`src/sv/smm_pkg.sv`:
```
`timescale 1ns / 1ps
// Shared constants for the square matrix multiply core.
// No dependencies; imported by the core and its checker.
package smm_pkg;

   // Field widths
   localparam int VALUE_W = 16;   // signed Q8.8 elements of A and B
   localparam int PROD_W  = 32;   // exact Q16.16 product
   localparam int C_W     = 35;   // product element, 16 fraction bits
   localparam int CSR_W   = 4;    // matrix_size register

   // Defaults
   localparam int MAX_N_DEFAULT = 8;
   localparam logic [CSR_W-1:0] SIZE_RESET = 4'd8;

endpackage

```
`src/sv/square_matrix_multiply_core.sv`:
```
`timescale 1ns / 1ps
// Square matrix multiply core: C = A x B, row-major, one shared MAC unit.
// Operation: each accepted transaction loads one pair; the final one starts N*N*N
// MAC steps through the shared multiplier (operand read, product and output
// registers), and each element of C is output after its N steps; an output stall holds the pipeline.
// Loading: no new pair is taken until the product has drained, as the single MAC is busy.
// Reset: synchronous; clears the load count, sequencer and size (to 8).
// The A and B stores are not cleared; there is no clearing pass.
module square_matrix_multiply_core
   import smm_pkg::*;
#(
   parameter int MAX_N = MAX_N_DEFAULT
) (
   input  logic                      clock,
   input  logic                      reset,
   // configuration
   input  logic                      csr_wr_en,
   input  logic [CSR_W-1:0]          csr_wr_data,
   // input channel
   input  logic                      req_valid,
   output logic                      req_stall,
   input  logic signed [VALUE_W-1:0] req_a_value,
   input  logic signed [VALUE_W-1:0] req_b_value,
   // result channel
   output logic                      rsp_valid,
   input  logic                      rsp_stall,
   output logic signed [C_W-1:0]     rsp_c_value,
   output logic                      rsp_last
);

   localparam int DEPTH = MAX_N * MAX_N;
   localparam int AW    = (DEPTH > 1) ? $clog2(DEPTH) : 1;
   localparam int CW    = $clog2(DEPTH + 1);
   localparam int NW    = $clog2(MAX_N + 1);
   localparam int IW    = (MAX_N > 1) ? $clog2(MAX_N) : 1;
   localparam int TW    = 2 * NW;
   localparam int LW    = (CW > TW) ? CW : TW;
   localparam logic [CSR_W:0] MAX_N_C = (CSR_W + 1)'(MAX_N);
   localparam logic [CW-1:0]  DEPTH_C = CW'(DEPTH);

   typedef enum logic [1:0] {
      ST_IDLE,
      ST_RUN,
      ST_DRAIN
   } state_type;

   // flags that travel with each MAC step
   typedef struct packed {
      logic first;   // first k of an element
      logic lastk;   // last k of an element
      logic lastc;   // belongs to the final element of C
   } step_type;

   // storage
   logic [VALUE_W-1:0] a_mem [DEPTH];
   logic [VALUE_W-1:0] b_mem [DEPTH];

   // control registers
   state_type            state_ff, state_in;
   logic [CSR_W-1:0]     size_ff, size_in;
   logic [CW-1:0]        load_count_ff, load_count_in;
   logic [AW-1:0]        n_step_ff, n_step_in;
   logic [IW-1:0]        nm1_ff, nm1_in;
   logic [IW-1:0]        i_ff, i_in, j_ff, j_in, k_ff, k_in;
   logic [AW-1:0]        a_addr_ff, a_addr_in, b_addr_ff, b_addr_in;
   logic [AW-1:0]        row_base_ff, row_base_in;

   // pipeline registers
   logic                      s1_valid_ff, s1_valid_in;
   step_type                  s1_step_ff, s1_step_in;
   logic signed [VALUE_W-1:0] a_rd_ff, b_rd_ff;
   logic                      s2_valid_ff, s2_valid_in;
   step_type                  s2_step_ff, s2_step_in;
   logic signed [PROD_W-1:0]  prod_ff, prod_in;
   logic signed [C_W-1:0]     acc_ff, acc_in;
   logic                      rsp_valid_ff, rsp_valid_in;
   logic signed [C_W-1:0]     rsp_c_ff, rsp_c_in;
   logic                      rsp_last_ff, rsp_last_in;

   // combinational helpers
   logic [CSR_W:0]        size_sat;
   logic [NW-1:0]         n_use;
   logic [TW-1:0]         total;
   logic [CW-1:0]         count_next;
   logic                  accept;
   logic                  mem_wr;
   logic                  adv;
   logic                  issue;
   logic signed [C_W-1:0] sum;

   // clamp the configured size into 1..MAX_N
   always_comb begin
      if (size_ff == '0) begin
         size_sat = (CSR_W + 1)'(1);
      end else if ({1'b0, size_ff} > MAX_N_C) begin
         size_sat = MAX_N_C;
      end else begin
         size_sat = {1'b0, size_ff};
      end
      n_use = NW'(size_sat);
      total = TW'(n_use) * TW'(n_use);
   end

   assign accept     = req_valid && !req_stall;
   assign mem_wr     = accept && (load_count_ff < DEPTH_C);
   assign count_next = mem_wr ? load_count_ff + CW'(1) : load_count_ff;
   assign adv        = !rsp_valid_ff || !rsp_stall;
   assign issue      = (state_ff == ST_RUN) && adv;
   assign sum        = (s2_step_ff.first ? '0 : acc_ff) + C_W'(prod_ff);

   // next-state logic: loader, MAC sequencer and pipeline
   always_comb begin
      state_in      = state_ff;
      size_in       = csr_wr_en ? csr_wr_data : size_ff;
      load_count_in = load_count_ff;
      n_step_in     = n_step_ff;
      nm1_in        = nm1_ff;
      i_in          = i_ff;
      j_in          = j_ff;
      k_in          = k_ff;
      a_addr_in     = a_addr_ff;
      b_addr_in     = b_addr_ff;
      row_base_in   = row_base_ff;
      s1_valid_in   = s1_valid_ff;
      s1_step_in    = s1_step_ff;
      s2_valid_in   = s2_valid_ff;
      s2_step_in    = s2_step_ff;
      prod_in       = prod_ff;
      acc_in        = acc_ff;
      rsp_valid_in  = rsp_valid_ff;
      rsp_c_in      = rsp_c_ff;
      rsp_last_in   = rsp_last_ff;

      unique case (state_ff)
         ST_IDLE: begin
            if (accept) begin
               // start the product once all pairs are in
               if (LW'(count_next) >= LW'(total)) begin
                  state_in      = ST_RUN;
                  load_count_in = '0;
                  n_step_in     = AW'(n_use);
                  nm1_in        = IW'(n_use - NW'(1));
                  i_in          = '0;
                  j_in          = '0;
                  k_in          = '0;
                  a_addr_in     = '0;
                  b_addr_in     = '0;
                  row_base_in   = '0;
               end else begin
                  load_count_in = count_next;
               end
            end
         end
         ST_RUN: begin
            // walk i, j, k; A address steps by one, B address by N
            if (issue) begin
               if (k_ff == nm1_ff) begin
                  k_in = '0;
                  if (j_ff == nm1_ff) begin
                     j_in        = '0;
                     i_in        = i_ff + IW'(1);
                     row_base_in = row_base_ff + n_step_ff;
                     a_addr_in   = row_base_ff + n_step_ff;
                     b_addr_in   = '0;
                     if (i_ff == nm1_ff) begin
                        state_in = ST_DRAIN;
                     end
                  end else begin
                     j_in      = j_ff + IW'(1);
                     a_addr_in = row_base_ff;
                     b_addr_in = AW'(j_ff) + AW'(1);
                  end
               end else begin
                  k_in      = k_ff + IW'(1);
                  a_addr_in = a_addr_ff + AW'(1);
                  b_addr_in = b_addr_ff + n_step_ff;
               end
            end
         end
         ST_DRAIN: begin
            // wait for the pipeline and output register to empty
            if (!s1_valid_ff && !s2_valid_ff && !rsp_valid_ff) begin
               state_in = ST_IDLE;
            end
         end
         default: begin
            state_in = ST_IDLE;
         end
      endcase

      // advance the MAC pipeline as one unit; hold it on output stall
      if (adv) begin
         s1_valid_in      = issue;
         s1_step_in.first = (k_ff == '0);
         s1_step_in.lastk = (k_ff == nm1_ff);
         s1_step_in.lastc = (i_ff == nm1_ff) && (j_ff == nm1_ff);
         s2_valid_in      = s1_valid_ff;
         s2_step_in       = s1_step_ff;
         prod_in          = PROD_W'(a_rd_ff) * PROD_W'(b_rd_ff);
         rsp_valid_in     = s2_valid_ff && s2_step_ff.lastk;
         rsp_c_in         = sum;
         rsp_last_in      = s2_step_ff.lastc;
         if (s2_valid_ff) begin
            acc_in = sum;
         end
      end
   end

   // state and registered outputs
   always_ff @(posedge clock) begin
      if (reset) begin
         state_ff      <= ST_IDLE;
         size_ff       <= SIZE_RESET;
         load_count_ff <= '0;
         n_step_ff     <= '0;
         nm1_ff        <= '0;
         i_ff          <= '0;
         j_ff          <= '0;
         k_ff          <= '0;
         a_addr_ff     <= '0;
         b_addr_ff     <= '0;
         row_base_ff   <= '0;
         s1_valid_ff   <= 1'b0;
         s1_step_ff    <= '0;
         s2_valid_ff   <= 1'b0;
         s2_step_ff    <= '0;
         prod_ff       <= '0;
         acc_ff        <= '0;
         rsp_valid_ff  <= 1'b0;
         rsp_c_ff      <= '0;
         rsp_last_ff   <= 1'b0;
      end else begin
         state_ff      <= state_in;
         size_ff       <= size_in;
         load_count_ff <= load_count_in;
         n_step_ff     <= n_step_in;
         nm1_ff        <= nm1_in;
         i_ff          <= i_in;
         j_ff          <= j_in;
         k_ff          <= k_in;
         a_addr_ff     <= a_addr_in;
         b_addr_ff     <= b_addr_in;
         row_base_ff   <= row_base_in;
         s1_valid_ff   <= s1_valid_in;
         s1_step_ff    <= s1_step_in;
         s2_valid_ff   <= s2_valid_in;
         s2_step_ff    <= s2_step_in;
         prod_ff       <= prod_in;
         acc_ff        <= acc_in;
         rsp_valid_ff  <= rsp_valid_in;
         rsp_c_ff      <= rsp_c_in;
         rsp_last_ff   <= rsp_last_in;
      end
   end

   // A and B stores: one write port, one registered read port each
   always_ff @(posedge clock) begin
      if (mem_wr) begin
         a_mem[load_count_ff[AW-1:0]] <= req_a_value;
         b_mem[load_count_ff[AW-1:0]] <= req_b_value;
      end
      if (adv) begin
         a_rd_ff <= a_mem[a_addr_ff];
         b_rd_ff <= b_mem[b_addr_ff];
      end
   end

   assign req_stall   = (state_ff != ST_IDLE);
   assign rsp_valid   = rsp_valid_ff;
   assign rsp_c_value = rsp_c_ff;
   assign rsp_last    = rsp_last_ff;

endmodule

```
`config.mk`:
```
export PLATFORM = sky130hd
export DESIGN_NAME = square_matrix_multiply_core
export DESIGN_NICKNAME = d
export VERILOG_FILES = /design/src/sv/smm_pkg.sv /design/src/sv/square_matrix_multiply_core.sv
export SDC_FILE = /design/constraint.sdc
export NUM_CORES = 2
export LEC_CHECK = 0
export ABC_AREA = 1
export BUFFER_PORTS_ARGS = -buffer_cell sky130_fd_sc_hd__buf_2
export CAP_MARGIN = 0
export CORE_MARGIN = 4
export CORE_UTILIZATION = 30
export CTS_BUF_LIST = sky130_fd_sc_hd__clkbuf_4 sky130_fd_sc_hd__clkbuf_8
export CTS_CLUSTER_SIZE = 20
export DETAILED_ROUTE_END_ITERATION = 12
export SLEW_MARGIN = 40
export SYNTH_ARGS = -nofsm -noshare
export SYNTH_HDL_FRONTEND = slang
export SYNTH_SLANG_ARGS = --single-unit
```
`constraint.sdc`:
```
create_clock -name clock -period 5.7 [get_ports clock]
set_input_delay 0.57 -clock clock [delete_from_list [all_inputs] [get_ports clock]]
set_output_delay 0.57 -clock clock [all_outputs]
set_load 0.01 [all_outputs]
```
==> results.md <==
* DRC marker count from the first detailed-route iteration at ~6800
* Routed length per instance at roughly 21 um
* Hold path depth at 3
* Most used cell, CP: fa_1
* Mapped Area at 102000 sq um
* Final Util at 34.4%
* Core Footprint at ~340000 sq um
* I/O pins at between 70 and 80
* Main synth FF type: edfxtp_1
* GRT Overall Usage at 16.3%
* Critical Path, Cell by Cell: buf_4, buf_4, nand2_1, inv_1, fa_1, inv_1, fa_1, fa_1, fa_1, inv_1, fa_1, fa_1, ha_1, a21oi_1, o21ai_0, a21oi_2, o21ai_2, a21oi_2, inv_1, nand2_1, nand3_1, nand2_1, inv_1
* Non-Filler Instances at 13999
* DP HPWL at 173000 um
* Total number of yosys warnings at 0
* Total grt overflow at 0
* Max-cap viol count at 0
* Max Fclk at ~180 MHz
* Total number of vias at between 70000 and 80000
* Worst path max stage delay at 0.55 ns
* WP depth at 23
* Largest net degree at the start of global routing at ~160
* Inst Count DP at approximately 13000
* Least-Margin Pin Slew at 0.931 ns
* ANT nets after route at 0
* Commonest cells after routing, fill and taps aside: edfxtp_1 (2080), nor2_1 (1430), o21ai_0 (1282)
* CP Class: register to register
* Worst-Skew Late Latency at 0.99 ns
* CP Data Required Time at 6.58 ns
* Root buf cell: clkbuf_8
* Multiplexer share of the synthesized area at 0%
* Fin crit period at between 5 and 6 ns
* Initial Util at 30.2%
* Crit path arrival time at 6.31 ns
* Die area at 349000 sq um
* #FFs+latches synth at 2239
* Final #Nets at 9664
* Pins over their slew limit at 0
* Die W at 591 um
* Worst setup EP type: register
* Number of enable flip-flop cells after synthesis at 2080
* Gpl congestion at 0.890
* Post-synthesis sequential area ratio at 64.5%
* Setup violations, final at 0
* Startpoint types: register
* Commonest non-fill, non-tap cell in the layout: edfxtp_1
* Die H at ~590 um
* Async SR Flop Fraction at 0%
* Avg Inst Size Synth at 11.3 sq um
* Cell family with most CP delay: adder cells
* Crit-path slowest cell: fa_1
* Clock-pin slew of the registers on the worst-case setup and hold paths at roughly 0.07 ns
* Clock Skew at 0.0761 ns
* Max-slew headroom at approximately 38%
* Area growth from synthesis to layout at 13.9%
* Buf+Inv Stages, Crit Path at 7
* CTS tree: done
* # rows at 213
* Largest family of logic cells by synthesized area: compound AO/OA/AOI/OAI gates
* Clock Path Buffers at 4
* Synth Area in Adders at 6.97%
* XOR/XNOR share of the synthesized area at 0.447%
* Final hold vios at 0
* R2R depth at 23
* Hold Path Class: input pin to register
* DRC at 0
* DRT Pass-1 Iters at 7
* I/O Buffers at 78
* Via density at roughly 5.0
* Fin crit share at 95.3%
* Unique masters post-synth at 53
* Antenna violations before repair at 12
* Crit Path Max Fanout at 6
* Simple-gate share of the synthesized area at between 10% and 20%
* Clock sink total at between 2000 and 2500
* # H-tree levels at 5
* Post-Syn Instances at 9017
* Status: finished, final reports clean
* Compound-Gate Fraction of Synth Area at 12.4%
* Layout cell share with drive strength beyond 1 at 11.9%
* Final WL at 295000 um
* Global-route wire length before repair at 437000 um
* Vias in the first global route at 67895
* CTS buffer count at 351
final timing paths:
check,from,end,slack (ns)
worst max-delay path,b_rd_ff[5],prod_ff[20],0.27
worst min-delay path,csr_wr_data[3],size_ff[3],0.15
worst max register to register,b_rd_ff[5],prod_ff[20],0.27
worst min register to register,s2_step_ff[1],rsp_valid,0.42
routing by layer:
| metal | routed length (um) | up-vias | GRT usage [%] |
|---|---|---|---|
| li1 | - | 32014 | - |
| met1 | 122000 | 34754 | 21.2 |
| met2 | 141000 | 2604 | 27.4 |
| met3 | 18400 | 627 | 2.06 |
| met4 | 14000 | 2 | 7.24 |
| met5 | 12 | - | 0 |
metrics by stage:
step	setup TNS (ns)	hold slack, ns	setup WS (ns)	cell area (sq um)
2_1_floorplan	0	0.433	0.0238	102000
3_3_place_gp	-0.0492	0.442	-0.0492	108000
3_5_place_dp	0	0.448	0.0530	109000
4_1_cts	0	0.0728	0.0232	115000
5_1_grt	-0.0556	0.0722	-0.0267	116000
6_report	0	0.151	0.267	116000
flip-flops by register name (all words and copies together) (netlist names), 4 cells and up:
signal,count
a_addr_ff,6
a_mem,1024
a_rd_ff,16
acc_ff,35
b_addr_ff,6
b_mem,1024
b_rd_ff,16
load_count_ff,7
n_step_ff,4
prod_ff,32
row_base_ff,6
rsp_c_value,35
size_ff,4
cell type report:
type                    count  area, sq um
well taps                4515         5650
diodes                      6         15.0
multi-input cells        5480        31700
clock inverters           142          773
clock buffers             474         5860
fillers                 33520       221000
repair buffers            395         3450
flip-flops and latches   2239        65700
inverters                 748         2860
timing repair:
item | CTS | global route
hold endpoints to repair | 7 | 0
buffers inserted | 0 | 15
gates resized for setup | 0 | 91
endpoints found under the setup margin | 0 | 19
hold buffers | 4 | 0
logic make-up after synthesis:
| logic type | after synthesis |
|---|---|
| simple gates | 2696 |
| compound gates | 2322 |
| flops | 2239 |
| buf+inv | 1299 |
| fa+ha+maj | 408 |
| xor+xnor | 52 |
| other cells | 1 |
Yosys cell counts, types with 26 or more instances:
library cell / n / area [sq um]
edfxtp_1: 2080 / 62500
nand3_1: 164 / 821
buf_4: 30 / 225
inv_1: 739 / 2770
nor2_1: 1508 / 5660
a21oi_1: 252 / 1260
buf_1: 34 / 128
ha_1: 142 / 1780
o211ai_1: 98 / 736
clkbuf_1: 352 / 1320
buf_2: 110 / 551
o21ai_1: 103 / 515
o21ai_0: 1297 / 6490
dfxtp_1: 159 / 3180
nand4_1: 38 / 238
nand2_1: 917 / 3440
o21bai_1: 26 / 195
fa_1: 266 / 5330
xor2_1: 32 / 280
o22ai_1: 511 / 3200
tightest hold or removal path: stages:
cell     delay [ns]
buf_2          0.08
nand2_1        0.27
nand3_1        0.18
Power is left out: the tool's default activity adds up to more than one toggle a clock period on the data nets, which glitch-free logic cannot reach.
